`config.mk`:
```
export PLATFORM = sky130hd
export DESIGN_NAME = wildcard_signature_scanner_top
export DESIGN_NICKNAME = d
export VERILOG_FILES = /design/src/rtl/wss_pkg.sv /design/src/rtl/wss_front.sv /design/src/rtl/wss_queue.sv /design/src/rtl/wss_back.sv /design/src/rtl/wildcard_signature_scanner_top.sv
export SDC_FILE = /design/constraint.sdc
export NUM_CORES = 1
export LEC_CHECK = 0
export BUFFER_PORTS_ARGS = -buffer_cell sky130_fd_sc_hd__buf_2
export CAP_MARGIN = 20
export CELL_PAD_IN_SITES_DETAIL_PLACEMENT = 0
export CELL_PAD_IN_SITES_GLOBAL_PLACEMENT = 1
export CORE_MARGIN = 5
export CORE_UTILIZATION = 45
export DETAILED_ROUTE_END_ITERATION = 10
export GPL_TIMING_DRIVEN = 1
export PLACE_DENSITY_LB_ADDON = 0.1
export SETUP_SLACK_MARGIN = 0.05
export SYNTH_ARGS = -nofsm -noshare
export SYNTH_HDL_FRONTEND = slang
export SYNTH_HIERARCHICAL = 1
export SYNTH_SLANG_ARGS = --single-unit
```
`constraint.sdc`:
```
create_clock -name i_clk -period 13.3 [get_ports i_clk]
set_input_delay 1.33 -clock i_clk [delete_from_list [all_inputs] [get_ports i_clk]]
set_output_delay 1.33 -clock i_clk [all_outputs]
set_load 0.02 [all_outputs]
```
`src/rtl/wss_pkg.sv`:
```
// ============================================================================
// wss_pkg
// Shared types, constants and register indexes for the wildcard signature
// scanner.
// ============================================================================
package wss_pkg;

    // Signature geometry
    localparam int SIG_LEN_DEF = 14;
    localparam int SIG_LEN_MAX = 14;
    localparam int PAT_W       = 8 * SIG_LEN_MAX;

    // Configuration port geometry
    localparam int CFG_IDX_W  = 4;
    localparam int CFG_DATA_W = 64;
    localparam int PAT_LOW_W  = 64;
    localparam int PAT_HIGH_W = 48;
    localparam int OFFSET_W   = 4;

    // Register indexes
    localparam logic [CFG_IDX_W-1:0] CFG_PATTERN_LOW  = 4'd0;
    localparam logic [CFG_IDX_W-1:0] CFG_PATTERN_HIGH = 4'd1;
    localparam logic [CFG_IDX_W-1:0] CFG_WILD_MASK    = 4'd2;
    localparam logic [CFG_IDX_W-1:0] CFG_STORE_OFFSET = 4'd3;

    localparam logic [OFFSET_W-1:0] STORE_OFFSET_RST = 4'd8;

    // Depth of the queue between front and back
    localparam int QUEUE_DEPTH_DEF = 4;

    // Result codes
    typedef enum logic [1:0] {
        ST_NONE   = 2'd0,
        ST_UNIQUE = 2'd1,
        ST_MULTI  = 2'd2
    } t_scan_status;

    // One scanned byte
    typedef struct packed {
        logic [7:0]  byte_value;
        logic [31:0] byte_address;
        logic        section_start;
        logic        scan_end;
    } t_in_item;

    // One scan result
    typedef struct packed {
        logic [1:0]  scan_status;
        logic [31:0] hit_address;
    } t_out_item;

    // Classified byte handed from front to back
    typedef struct packed {
        logic        hit;
        logic [31:0] start;
        logic        last;
    } t_hit_entry;

endpackage

```
`src/rtl/wss_front.sv`:
```
// ============================================================================
// wss_front
// Takes in scanned bytes, shifts them through the signature window and
// classifies each byte as a hit or a miss against the masked signature.
// ============================================================================
module wss_front import wss_pkg::*; #(
    parameter int SIG_LEN = SIG_LEN_DEF
) (
    input  logic                   i_clk,
    input  logic                   i_rst_n,
    input  logic                   i_valid,
    output logic                   o_ready,
    input  t_in_item               i_item,
    input  logic [PAT_W-1:0]       i_pattern,
    input  logic [SIG_LEN_MAX-1:0] i_wild_mask,
    output logic                   o_push,
    output t_hit_entry             o_entry,
    input  logic                   i_full
);

    localparam int FILL_W = $clog2(SIG_LEN + 1);
    localparam logic [FILL_W-1:0] FILL_FULL = FILL_W'(SIG_LEN);
    localparam logic [31:0] START_BACK = 32'(SIG_LEN - 1);

    logic [SIG_LEN-1:0][7:0] r_window;
    logic [SIG_LEN-1:0][7:0] n_window;
    logic [FILL_W-1:0]       r_fill;
    logic [FILL_W-1:0]       n_fill;
    logic [FILL_W-1:0]       base_fill;
    logic                    accept;
    logic                    match;

    assign o_ready = !i_full;
    assign accept  = i_valid && !i_full;

    // Shift the new byte in and compare the window against the signature
    always_comb begin
        for (int i = 0; i < SIG_LEN - 1; i++) begin
            n_window[i] = r_window[i + 1];
        end
        n_window[SIG_LEN-1] = i_item.byte_value;

        base_fill = i_item.section_start ? '0 : r_fill;
        n_fill    = (base_fill == FILL_FULL) ? base_fill : base_fill + 1'b1;

        match = 1'b1;
        for (int i = 0; i < SIG_LEN; i++) begin
            if (!i_wild_mask[i] && (n_window[i] != i_pattern[8*i +: 8])) begin
                match = 1'b0;
            end
        end
    end

    // Hand the classified byte to the queue
    always_comb begin
        o_push        = accept;
        o_entry.hit   = (n_fill == FILL_FULL) && match;
        o_entry.start = i_item.byte_address - START_BACK;
        o_entry.last  = i_item.scan_end;
    end

    // Window contents only count below the fill level, so they need no reset
    always_ff @(posedge i_clk) begin
        if (accept) begin
            r_window <= n_window;
        end
    end

    // Track the fill level; restart it at a section start, drop it at the end of a scan
    always_ff @(posedge i_clk) begin
        if (!i_rst_n) begin
            r_fill <= '0;
        end else if (accept) begin
            r_fill <= i_item.scan_end ? '0 : n_fill;
        end
    end

endmodule

```
`src/rtl/wss_queue.sv`:
```
// ============================================================================
// wss_queue
// Short first-in first-out queue of classified bytes between front and back.
// ============================================================================
module wss_queue import wss_pkg::*; #(
    parameter int DEPTH = QUEUE_DEPTH_DEF
) (
    input  logic       i_clk,
    input  logic       i_rst_n,
    input  logic       i_push,
    input  t_hit_entry i_entry,
    output logic       o_full,
    input  logic       i_pop,
    output logic       o_empty,
    output t_hit_entry o_entry
);

    localparam int PTR_W = (DEPTH > 1) ? $clog2(DEPTH) : 1;
    localparam int CNT_W = $clog2(DEPTH + 1);
    localparam logic [PTR_W-1:0] PTR_LAST = PTR_W'(DEPTH - 1);
    localparam logic [CNT_W-1:0] CNT_FULL = CNT_W'(DEPTH);

    t_hit_entry       r_mem [DEPTH];
    logic [PTR_W-1:0] r_wr_ptr;
    logic [PTR_W-1:0] r_rd_ptr;
    logic [CNT_W-1:0] r_count;
    logic             do_push;
    logic             do_pop;

    assign o_full  = (r_count == CNT_FULL);
    assign o_empty = (r_count == '0);
    assign o_entry = r_mem[r_rd_ptr];
    assign do_push = i_push && !o_full;
    assign do_pop  = i_pop && !o_empty;

    // Store entries
    always_ff @(posedge i_clk) begin
        if (do_push) begin
            r_mem[r_wr_ptr] <= i_entry;
        end
    end

    // Advance pointers and occupancy
    always_ff @(posedge i_clk) begin
        if (!i_rst_n) begin
            r_wr_ptr <= '0;
            r_rd_ptr <= '0;
            r_count  <= '0;
        end else begin
            if (do_push) begin
                r_wr_ptr <= (r_wr_ptr == PTR_LAST) ? '0 : r_wr_ptr + 1'b1;
            end
            if (do_pop) begin
                r_rd_ptr <= (r_rd_ptr == PTR_LAST) ? '0 : r_rd_ptr + 1'b1;
            end
            if (do_push && !do_pop) begin
                r_count <= r_count + 1'b1;
            end else if (do_pop && !do_push) begin
                r_count <= r_count - 1'b1;
            end
        end
    end

endmodule

```
`src/rtl/wss_back.sv`:
```
// ============================================================================
// wss_back
// Counts hits per scan, keeps the first hit address and emits the scan result
// through an output register on the last byte.
// ============================================================================
module wss_back import wss_pkg::*; (
    input  logic                i_clk,
    input  logic                i_rst_n,
    input  logic                i_empty,
    input  t_hit_entry          i_entry,
    output logic                o_pop,
    input  logic [OFFSET_W-1:0] i_store_offset,
    output logic                o_valid,
    input  logic                i_ready,
    output t_out_item           o_item
);

    logic [1:0]  r_count;
    logic [1:0]  n_count;
    logic [31:0] r_first;
    logic [31:0] n_first;
    logic        r_out_valid;
    t_out_item   r_out_item;
    t_out_item   n_out_item;
    logic        out_free;
    logic        emit;

    assign out_free = !r_out_valid || i_ready;
    assign o_pop    = !i_empty && (!i_entry.last || out_free);
    assign emit     = o_pop && i_entry.last;
    assign o_valid  = r_out_valid;
    assign o_item   = r_out_item;

    // Update the saturating hit count and the first hit, build the result
    always_comb begin
        n_count = r_count;
        n_first = r_first;
        if (i_entry.hit) begin
            if (r_count == 2'd0) begin
                n_first = i_entry.start;
            end
            if (r_count != 2'd2) begin
                n_count = r_count + 1'b1;
            end
        end

        n_out_item = '0;
        case (n_count)
            2'd0: begin
                n_out_item.scan_status = ST_NONE;
            end
            2'd1: begin
                n_out_item.scan_status = ST_UNIQUE;
                n_out_item.hit_address = n_first + 32'(i_store_offset);
            end
            default: begin
                n_out_item.scan_status = ST_MULTI;
            end
        endcase
    end

    // Hold scan progress; clear it when the result goes out
    always_ff @(posedge i_clk) begin
        if (!i_rst_n) begin
            r_count <= '0;
            r_first <= '0;
        end else if (o_pop) begin
            r_count <= emit ? '0 : n_count;
            r_first <= emit ? '0 : n_first;
        end
    end

    // Output register: hold until the transfer completes
    always_ff @(posedge i_clk) begin
        if (!i_rst_n) begin
            r_out_valid <= 1'b0;
        end else if (emit) begin
            r_out_valid <= 1'b1;
        end else if (i_ready) begin
            r_out_valid <= 1'b0;
        end
    end

    always_ff @(posedge i_clk) begin
        if (emit) begin
            r_out_item <= n_out_item;
        end
    end

endmodule

```
`src/rtl/wildcard_signature_scanner_top.sv`:
```
// ============================================================================
// wildcard_signature_scanner_top
// Scans a byte stream for a masked signature and reports none, one or many.
// ============================================================================
// Usage:
//   Input channel (i_in_valid / o_in_ready / i_in_item) carries one byte with
//   its address and the section start and scan end flags per transfer.
//   Output channel (o_out_valid / i_out_ready / o_out_item) carries one result
//   per scan, after the byte flagged as scan end.
//   Config channel (i_cfg_valid / o_cfg_ready / i_cfg_index / i_cfg_data) is
//   always ready; write it only while no scan is in flight.
// Throughput: one byte per cycle while the queue has room. The front compares
//   the whole window in the cycle a byte arrives and pushes into a four-entry
//   queue; the back drains one entry per cycle unless a scan end entry waits
//   for a free output register. The scan end entry leaves the queue after
//   any entries ahead of it, and the result is then registered for output.
// Stall: when the receiver holds i_out_ready low, the result waits in the
//   output register; bytes keep flowing until the queue fills behind the next
//   scan end, then o_in_ready drops.
// Reset: synchronous, active low; clears scan progress and the queue, sets
//   all patterns and masks to zero and the store offset to eight.
// ============================================================================
module wildcard_signature_scanner_top import wss_pkg::*; #(
    parameter int SIG_LEN     = SIG_LEN_DEF,
    parameter int QUEUE_DEPTH = QUEUE_DEPTH_DEF
) (
    input  logic                  i_clk,
    input  logic                  i_rst_n,
    input  logic                  i_in_valid,
    output logic                  o_in_ready,
    input  t_in_item              i_in_item,
    output logic                  o_out_valid,
    input  logic                  i_out_ready,
    output t_out_item             o_out_item,
    input  logic                  i_cfg_valid,
    output logic                  o_cfg_ready,
    input  logic [CFG_IDX_W-1:0]  i_cfg_index,
    input  logic [CFG_DATA_W-1:0] i_cfg_data
);

    logic [PAT_LOW_W-1:0]   r_pattern_low;
    logic [PAT_HIGH_W-1:0]  r_pattern_high;
    logic [SIG_LEN_MAX-1:0] r_wild_mask;
    logic [OFFSET_W-1:0]    r_store_offset;
    logic [PAT_W-1:0]       pattern;

    logic       push;
    logic       pop;
    logic       q_full;
    logic       q_empty;
    t_hit_entry push_entry;
    t_hit_entry pop_entry;

    assign o_cfg_ready = 1'b1;
    assign pattern     = {r_pattern_high, r_pattern_low};

    // Configuration registers
    always_ff @(posedge i_clk) begin
        if (!i_rst_n) begin
            r_pattern_low  <= '0;
            r_pattern_high <= '0;
            r_wild_mask    <= '0;
            r_store_offset <= STORE_OFFSET_RST;
        end else if (i_cfg_valid) begin
            case (i_cfg_index)
                CFG_PATTERN_LOW:  r_pattern_low  <= i_cfg_data[PAT_LOW_W-1:0];
                CFG_PATTERN_HIGH: r_pattern_high <= i_cfg_data[PAT_HIGH_W-1:0];
                CFG_WILD_MASK:    r_wild_mask    <= i_cfg_data[SIG_LEN_MAX-1:0];
                CFG_STORE_OFFSET: r_store_offset <= i_cfg_data[OFFSET_W-1:0];
                default: begin
                end
            endcase
        end
    end

    wss_front #(
        .SIG_LEN (SIG_LEN)
    ) u_front (
        .i_clk       (i_clk),
        .i_rst_n     (i_rst_n),
        .i_valid     (i_in_valid),
        .o_ready     (o_in_ready),
        .i_item      (i_in_item),
        .i_pattern   (pattern),
        .i_wild_mask (r_wild_mask),
        .o_push      (push),
        .o_entry     (push_entry),
        .i_full      (q_full)
    );

    wss_queue #(
        .DEPTH (QUEUE_DEPTH)
    ) u_queue (
        .i_clk   (i_clk),
        .i_rst_n (i_rst_n),
        .i_push  (push),
        .i_entry (push_entry),
        .o_full  (q_full),
        .i_pop   (pop),
        .o_empty (q_empty),
        .o_entry (pop_entry)
    );

    wss_back u_back (
        .i_clk          (i_clk),
        .i_rst_n        (i_rst_n),
        .i_empty        (q_empty),
        .i_entry        (pop_entry),
        .o_pop          (pop),
        .i_store_offset (r_store_offset),
        .o_valid        (o_out_valid),
        .i_ready        (i_out_ready),
        .o_item         (o_out_item)
    );

endmodule

```
# Word-level counts from Yosys, hierarchy flattened
# Memories as Yosys holds them, arrays and structs flattened. A register that Yosys moved wholly into a read port is not among the register bits.
# Cells that the tools add are included.
# word_totals
reg_bits	314
latch_bits	0
ram_bits	136
romBits	0
in_bits	115
mem_count	1
# op_classes
n_addsub	8
mul	0
n_div	0
n_lt_le_gt_ge	0
n_eq_ne	24
n_shift	0
muxes	34
bitwise	0
n_reduce_logical	54
# mem_list
name	words	word_bits	rd	rd_clocked_by_memory_dff	wr	line	source
u_queue.r_mem	4	34	1	1	1	wss_queue.sv:23	t_hit_entry r_mem [DEPTH];
# ops
operator	n
8-bit != test	14
32-bit two-way mux	3
32-bit by 4-bit adder with 32-bit output	1
32-bit by 4-bit subtractor with 32-bit output (second input constant)	1
1-bit logical AND	22
1-bit logical NOT	20
1-bit two-way mux	18
2-bit two-way mux	7
4-bit two-way mux	3
4-bit by 2-bit equality test with 1-bit output (second input constant)	2
4-bit equality test (second input constant)	2
2-bit AND reduction	4
2-bit by 1-bit adder with 2-bit output (second input constant)	3
3-bit two-way mux	2
4-bit by 1-bit adder with 4-bit output (second input constant)	1
2-bit equality test (second input constant)	2
4-bit by 1-bit equality test with 1-bit output (second input constant)	1
2-bit logical NOT	2
4-bit logical NOT	1
2-bit one-hot mux with 2 select lines	1
2-bit nonzero test	2
3-bit by 1-bit adder with 3-bit output (second input constant)	1
3-bit equality test (second input constant)	1
3-bit logical NOT	1
4 further kinds	5

# Longest topological paths before layout
# depth
ltp_word	17
ltp_mapped	21
ltp_nobuf	14

# Modules after synthesis
# The synthesis kept the hierarchy.
# by_module_without_submodules
mod	instances	cells_per_inst	area_per_inst_um2
wss_queue	1	229	5435.2
wss_front	1	380	5257.5
wildcard_signature_scanner_top	1	498	4987.3
wss_back	1	395	3811.2

# Least setup slack after synthesis
# Ideal clock, no wire load.
# synth_path
kind	in2reg
from	input i_in_valid
to	register u_queue.r_count[2]
setup_time_ps	76
arrival_time_ps	5148
path_slack_ps	8076
stages	10
n_path_buf	1
cell_sequence	nand2_1 > inv_1 > nor2b_1 > buf_2 > ha_1 > inv_1 > fa_1 > xor2_1 > or3_1 > a21boi_0
# synth_via
elab_chain_len	5
word_cells_on_any_way	7
# synth_lines
item	line	source
from (decl)	wildcard_signature_scanner_top.sv:29	input logic i_in_valid,
1-bit logical AND (*)	wss_front.sv:34	assign accept = i_valid && !i_full;
net push	wildcard_signature_scanner_top.sv:47	logic push;
1-bit logical AND (*)	wss_queue.sv:33	assign do_push = i_push && !o_full;
net u_queue.do_push	wss_queue.sv:27	logic do_push;
1-bit logical NOT	wss_queue.sv:58	end else if (do_pop && !do_push) begin
1-bit logical AND	wss_queue.sv:58	
2-bit nonzero test (no line)	-	
to (signal assigned)	wss_queue.sv:57	r_count <= r_count + 1'b1;
to (signal assigned)	wss_queue.sv:59	r_count <= r_count - 1'b1;
to (decl)	wss_queue.sv:26	logic [CNT_W-1:0] r_count;
# Mark *: on every way through the listed nets, which the timed path passes. The rest lies on a longest branch.
# A chain may end at the register's enable or synchronous reset.

==> impl_metrics.csv <==
group,metric,value,unit
placed_design,gp_congestion,0.7881,
sta,grt_setup_unrepaired,"false",
synthesis,ys.warnings.count,6,
drt,met2_length,17050,um
final_layout,synthToLayoutAreaGrowth,13.02,%
drt,met1_length,23640,um
final_layout,nets,1777,
setup_path,end_kind,"flop",
setup_path,path_class,"flop to flop",
placed_design,pre_cts_ws,8.699,ns
worst_hold_path,min_path_type,"flop to flop",
synthesis,netlist_instances,1502,
clock_network,post_cts_buffers,0,
placed_design,hpwlAfterDp,29890,um
run,cap_violations,0,
setup_path,start_kind,"flop",
drt,detail-route-antenna-nets,0,
synthesis,synth-async-reset-ratio,0,%
sta,fin_ws,8.744,ns
floorplan,ios,152,
global_route,antenna_found_initial,0,
clock_network,ctsResizeCount,0,
clock_network,hold_buffers,0,
sta,final_max_slew_viol_count,0,
synthesis,synth_adder_area_share,1.168,%
synthesis,synth_edf_count,274,
synthesis,synthXorXnorAreaFrac,6.965,%
floorplan,num_rows,76,
clock_network,clock-root-buffer,"clkbuf_16",
setup_path,path_max_fanout,43,
drt,first_pass_iters,5,
global_route,gr-usage-all-layers,18.22,%
global_route,grt_pass1_wl,67590,um
floorplan,die_h,218.1,um
setup_path,cp_data_arrival_time,4.89,ns
drt,vias,11766,
synthesis,yosysSeqAreaShare,60.50,%
floorplan,die_w,218.1,um
drt,drc_errors,0,
power,p_per_area,177.5,mW/mm2
sta,finalCritPeriodShare,34.25,%
sta,hold_viol,0,
synthesis,synth_compound_area_share,3.845,%
drt,wl_per_cell,19.34,um
run_status,status,"finished clean",
clock_network,clk_pin_slew,0.06,ns
power,peakVddDrop,0.08508,mV
clock_network,htree_levels,2,
final_layout,antennaDiodeCount,0,
synthesis,synth_nets,1634,
drt,drt_iter0_markers,904,
synthesis,yosys.area_share.simple,12.27,%
sta,clock.fmax,0.2195,GHz
global_route,grt_overflow,0,
placed_design,place.port_buffers,150,
synthesis,synth_top_family_by_area,"simple AND/OR/NAND/NOR gates",
setup_path,crit_chain,"buf_4, mux4_2, and2_4, mux2i_1, inv_1, ha_1, a211oi_1, o21bai_1, nand3_1, nor4_4, nand4b_1, and3_1",
setup_path,cp_slowest_stage_delay,0.62,ns
drt,viasPerCell,5.190,
setup_path,slowest_stage,"and2_4",
global_route,grt_pass1_vias,11434,
synthesis,syn_area_per_cell,12.98,um2
synthesis,ys_ff_latch,452,
clock_network,cts_tree,"done",
sta,tightest_slew,1.060,ns
clock_network,clock_latency,0.58,ns
clock_network,clockBufferDepth,3,
sta,layout_min_cycle_time,4.556,ns
final_layout,drive_gt1_share,17.36,%
floorplan,start_util,45.35,%
drt,wirelength,43840,um
global_route,grt_max_degree,104,
setup_path,worstPathRequired,13.63,ns
floorplan,core_area,0.04298,mm2
drt,routed-wl-met3,2473,um
synthesis,synthMuxAreaShare,12.22,%
clock_network,cts_buffers,47,
sta,fin_tns_setup,0,ns
synthesis,ys_types,71,
clock_network,cts_num_sinks,452,
sta,setup_viol,0,
power,p_leak,0.008063,uW
final_layout,fin_area,0.02203,mm2
floorplan,die_area,0.04758,mm2
synthesis,syn-cell-area,0.01949,mm2
sta,skew,0.01121,ns
sta,slew_headroom,29.32,%
drt,dr.max_layer_used,"met4",
synthesis,yosys_most_used_dff,"edfxtp_1",
placed_design,dpl_cell_area,0.02059,mm2
logic make-up (layout without fill, tap and decap cells):
group                      after synthesis  count (layout)
buffers and inverters                   89             269
xor gates and xnor gates               155             155
adders and majority gates               17              17
and+or+nand+nor                        482             482
other                                    1               1
DFF                                    452             452
AOI/OAI and AO/OA                      113             113
muxes                                  193             193
cells in the mapped netlist, types with 3 or more instances:
cell type	number	area share [%]
a211oi_1	4	0.15
a21o_1	3	0.12
a21oi_1	26	0.67
a22oi_1	32	1.2
and2_1	10	0.32
and3_1	4	0.13
buf_12	6	0.62
buf_2	16	0.41
buf_4	4	0.15
buf_6	7	0.40
buf_8	6	0.46
clkbuf_1	30	0.58
dfxtp_1	178	18
edfxtp_1	274	42
ha_1	15	0.96
inv_1	18	0.35
mux2_2	8	0.46
mux2i_1	151	7.8
mux4_1	4	0.54
mux4_2	30	3.5
nand2_1	261	5.0
nand2b_1	3	0.096
nand3_1	13	0.33
nand3b_1	3	0.12
nand4_1	14	0.45
nand4b_1	3	0.13
nor2_1	31	0.60
nor2b_1	45	1.4
nor3_1	24	0.62
nor3b_1	4	0.15
nor4_1	39	1.3
nor4_4	3	0.33
o21a_1	6	0.23
o21ai_0	18	0.46
o21ai_1	5	0.13
o31ai_1	3	0.12
or2_2	4	0.13
or3_1	4	0.13
or4_4	3	0.17
xnor2_1	25	1.1
xor2_1	130	5.8
layout make-up:
| class | instances | area (um2) |
|---|---|---|
| multi-input cells | 961 | 7123 |
| clock buffers | 73 | 1344 |
| repair buffers | 165 | 869.6 |
| inverters | 18 | 70.07 |
| clock inverters | 13 | 97.59 |
| well taps | 585 | 732.0 |
| fillers | 3762 | 20950 |
| flip-flops and latches | 452 | 11790 |
through the flow:
step | power [uW] | instances | hold WS (ns) | utilization, %
after detailed placement | 2718 | 2181 | 0.4556 | 47.90
final | 3911 | 2267 | 0.4657 | 51.25
after CTS | 3955 | 2267 | 0.4685 | 51.25
after global placement | 2708 | 2181 | 0.4501 | 47.90
after global routing | 4110 | 2267 | 0.4806 | 51.25
after floorplan | 2446 | 1502 | 0.4383 | -
power by group:
part / internal [uW] / leakage, uW / switching, uW
clock network: 697 / 0.000700 / 529
logic: 298 / 0.00335 / 571
registers: 1720 / 0.00402 / 92.7
sequential cells by signal (all words and copies together), names as in the netlist, named ones only:
signal	count
u_back/o_item	34
r_pattern_high	48
u_queue/r_mem	136
u_back/o_valid	1
u_front/r_fill	4
r_store_offset	4
u_queue/r_rd_ptr	2
r_wild_mask	14
r_pattern_low	64
u_queue/r_count	3
u_back/r_count	2
u_front/n_window	104
u_back/r_first	32
u_queue/r_wr_ptr	2
per-layer routing:
metal / track usage (%) / vias up
met5: 0 / -
met3: 3.006 / 47
met4: 4.396 / 0
met1: 31.07 / 5709
li1: - / 5698
met2: 23.69 / 312
worst paths after layout:
path | slack, ns | end | cells past startpoint | start
setup / recovery | 8.74 | u_back/o_item[29]$_SDFFCE_PP0P_ | 12 | flop
hold / removal | 0.47 | r_pattern_high[5]$_SDFFE_PN0P_ | 2 | r_pattern_high[5]$_SDFFE_PN0P_
setup reg to reg | 8.74 | u_back/o_item[29]$_SDFFCE_PP0P_ | 12 | flop
hold reg to reg | 0.47 | r_pattern_high[5]$_SDFFE_PN0P_ | 2 | r_pattern_high[5]$_SDFFE_PN0P_
cell usage in the layout (no fill, tap or decap), types with 4 or more instances in the layout:
master and n:
a211oi_1 4, a21oi_1 26, a22oi_1 32, and2_1 10, and3_1 4, buf_2 149
buf_4 15, clkbuf_1 19, clkbuf_16 47, clkbuf_8 7, clkinv_1 6, clkinv_2 4
dfxtp_1 177, edfxtp_1 274, ha_1 15, inv_1 17, mux2_2 8, mux2i_1 151
mux4_1 4, mux4_2 30, nand2_1 261, nand3_1 13, nand4_1 14, nor2_1 31
nor2b_1 45, nor3_1 24, nor4_1 39, o21a_1 6, o21ai_0 17, o21ai_1 6
or2_2 4, or3_1 4, xnor2_1 25, xor2_1 130
critical path, delay by kind of cell (launching register included):
| kind | cells | cell delay [ns] |
|---|---|---|
| adders and majority gates | 1 | 0.31 |
| and+or+nand+nor | 5 | 1.83 |
| DFF | 1 | 0.30 |
| buffers and inverters | 2 | 0.50 |
| muxes | 2 | 0.96 |
| AOI/OAI and AO/OA | 2 | 0.39 |
Note: power is estimated with default switching activity, not from simulation.
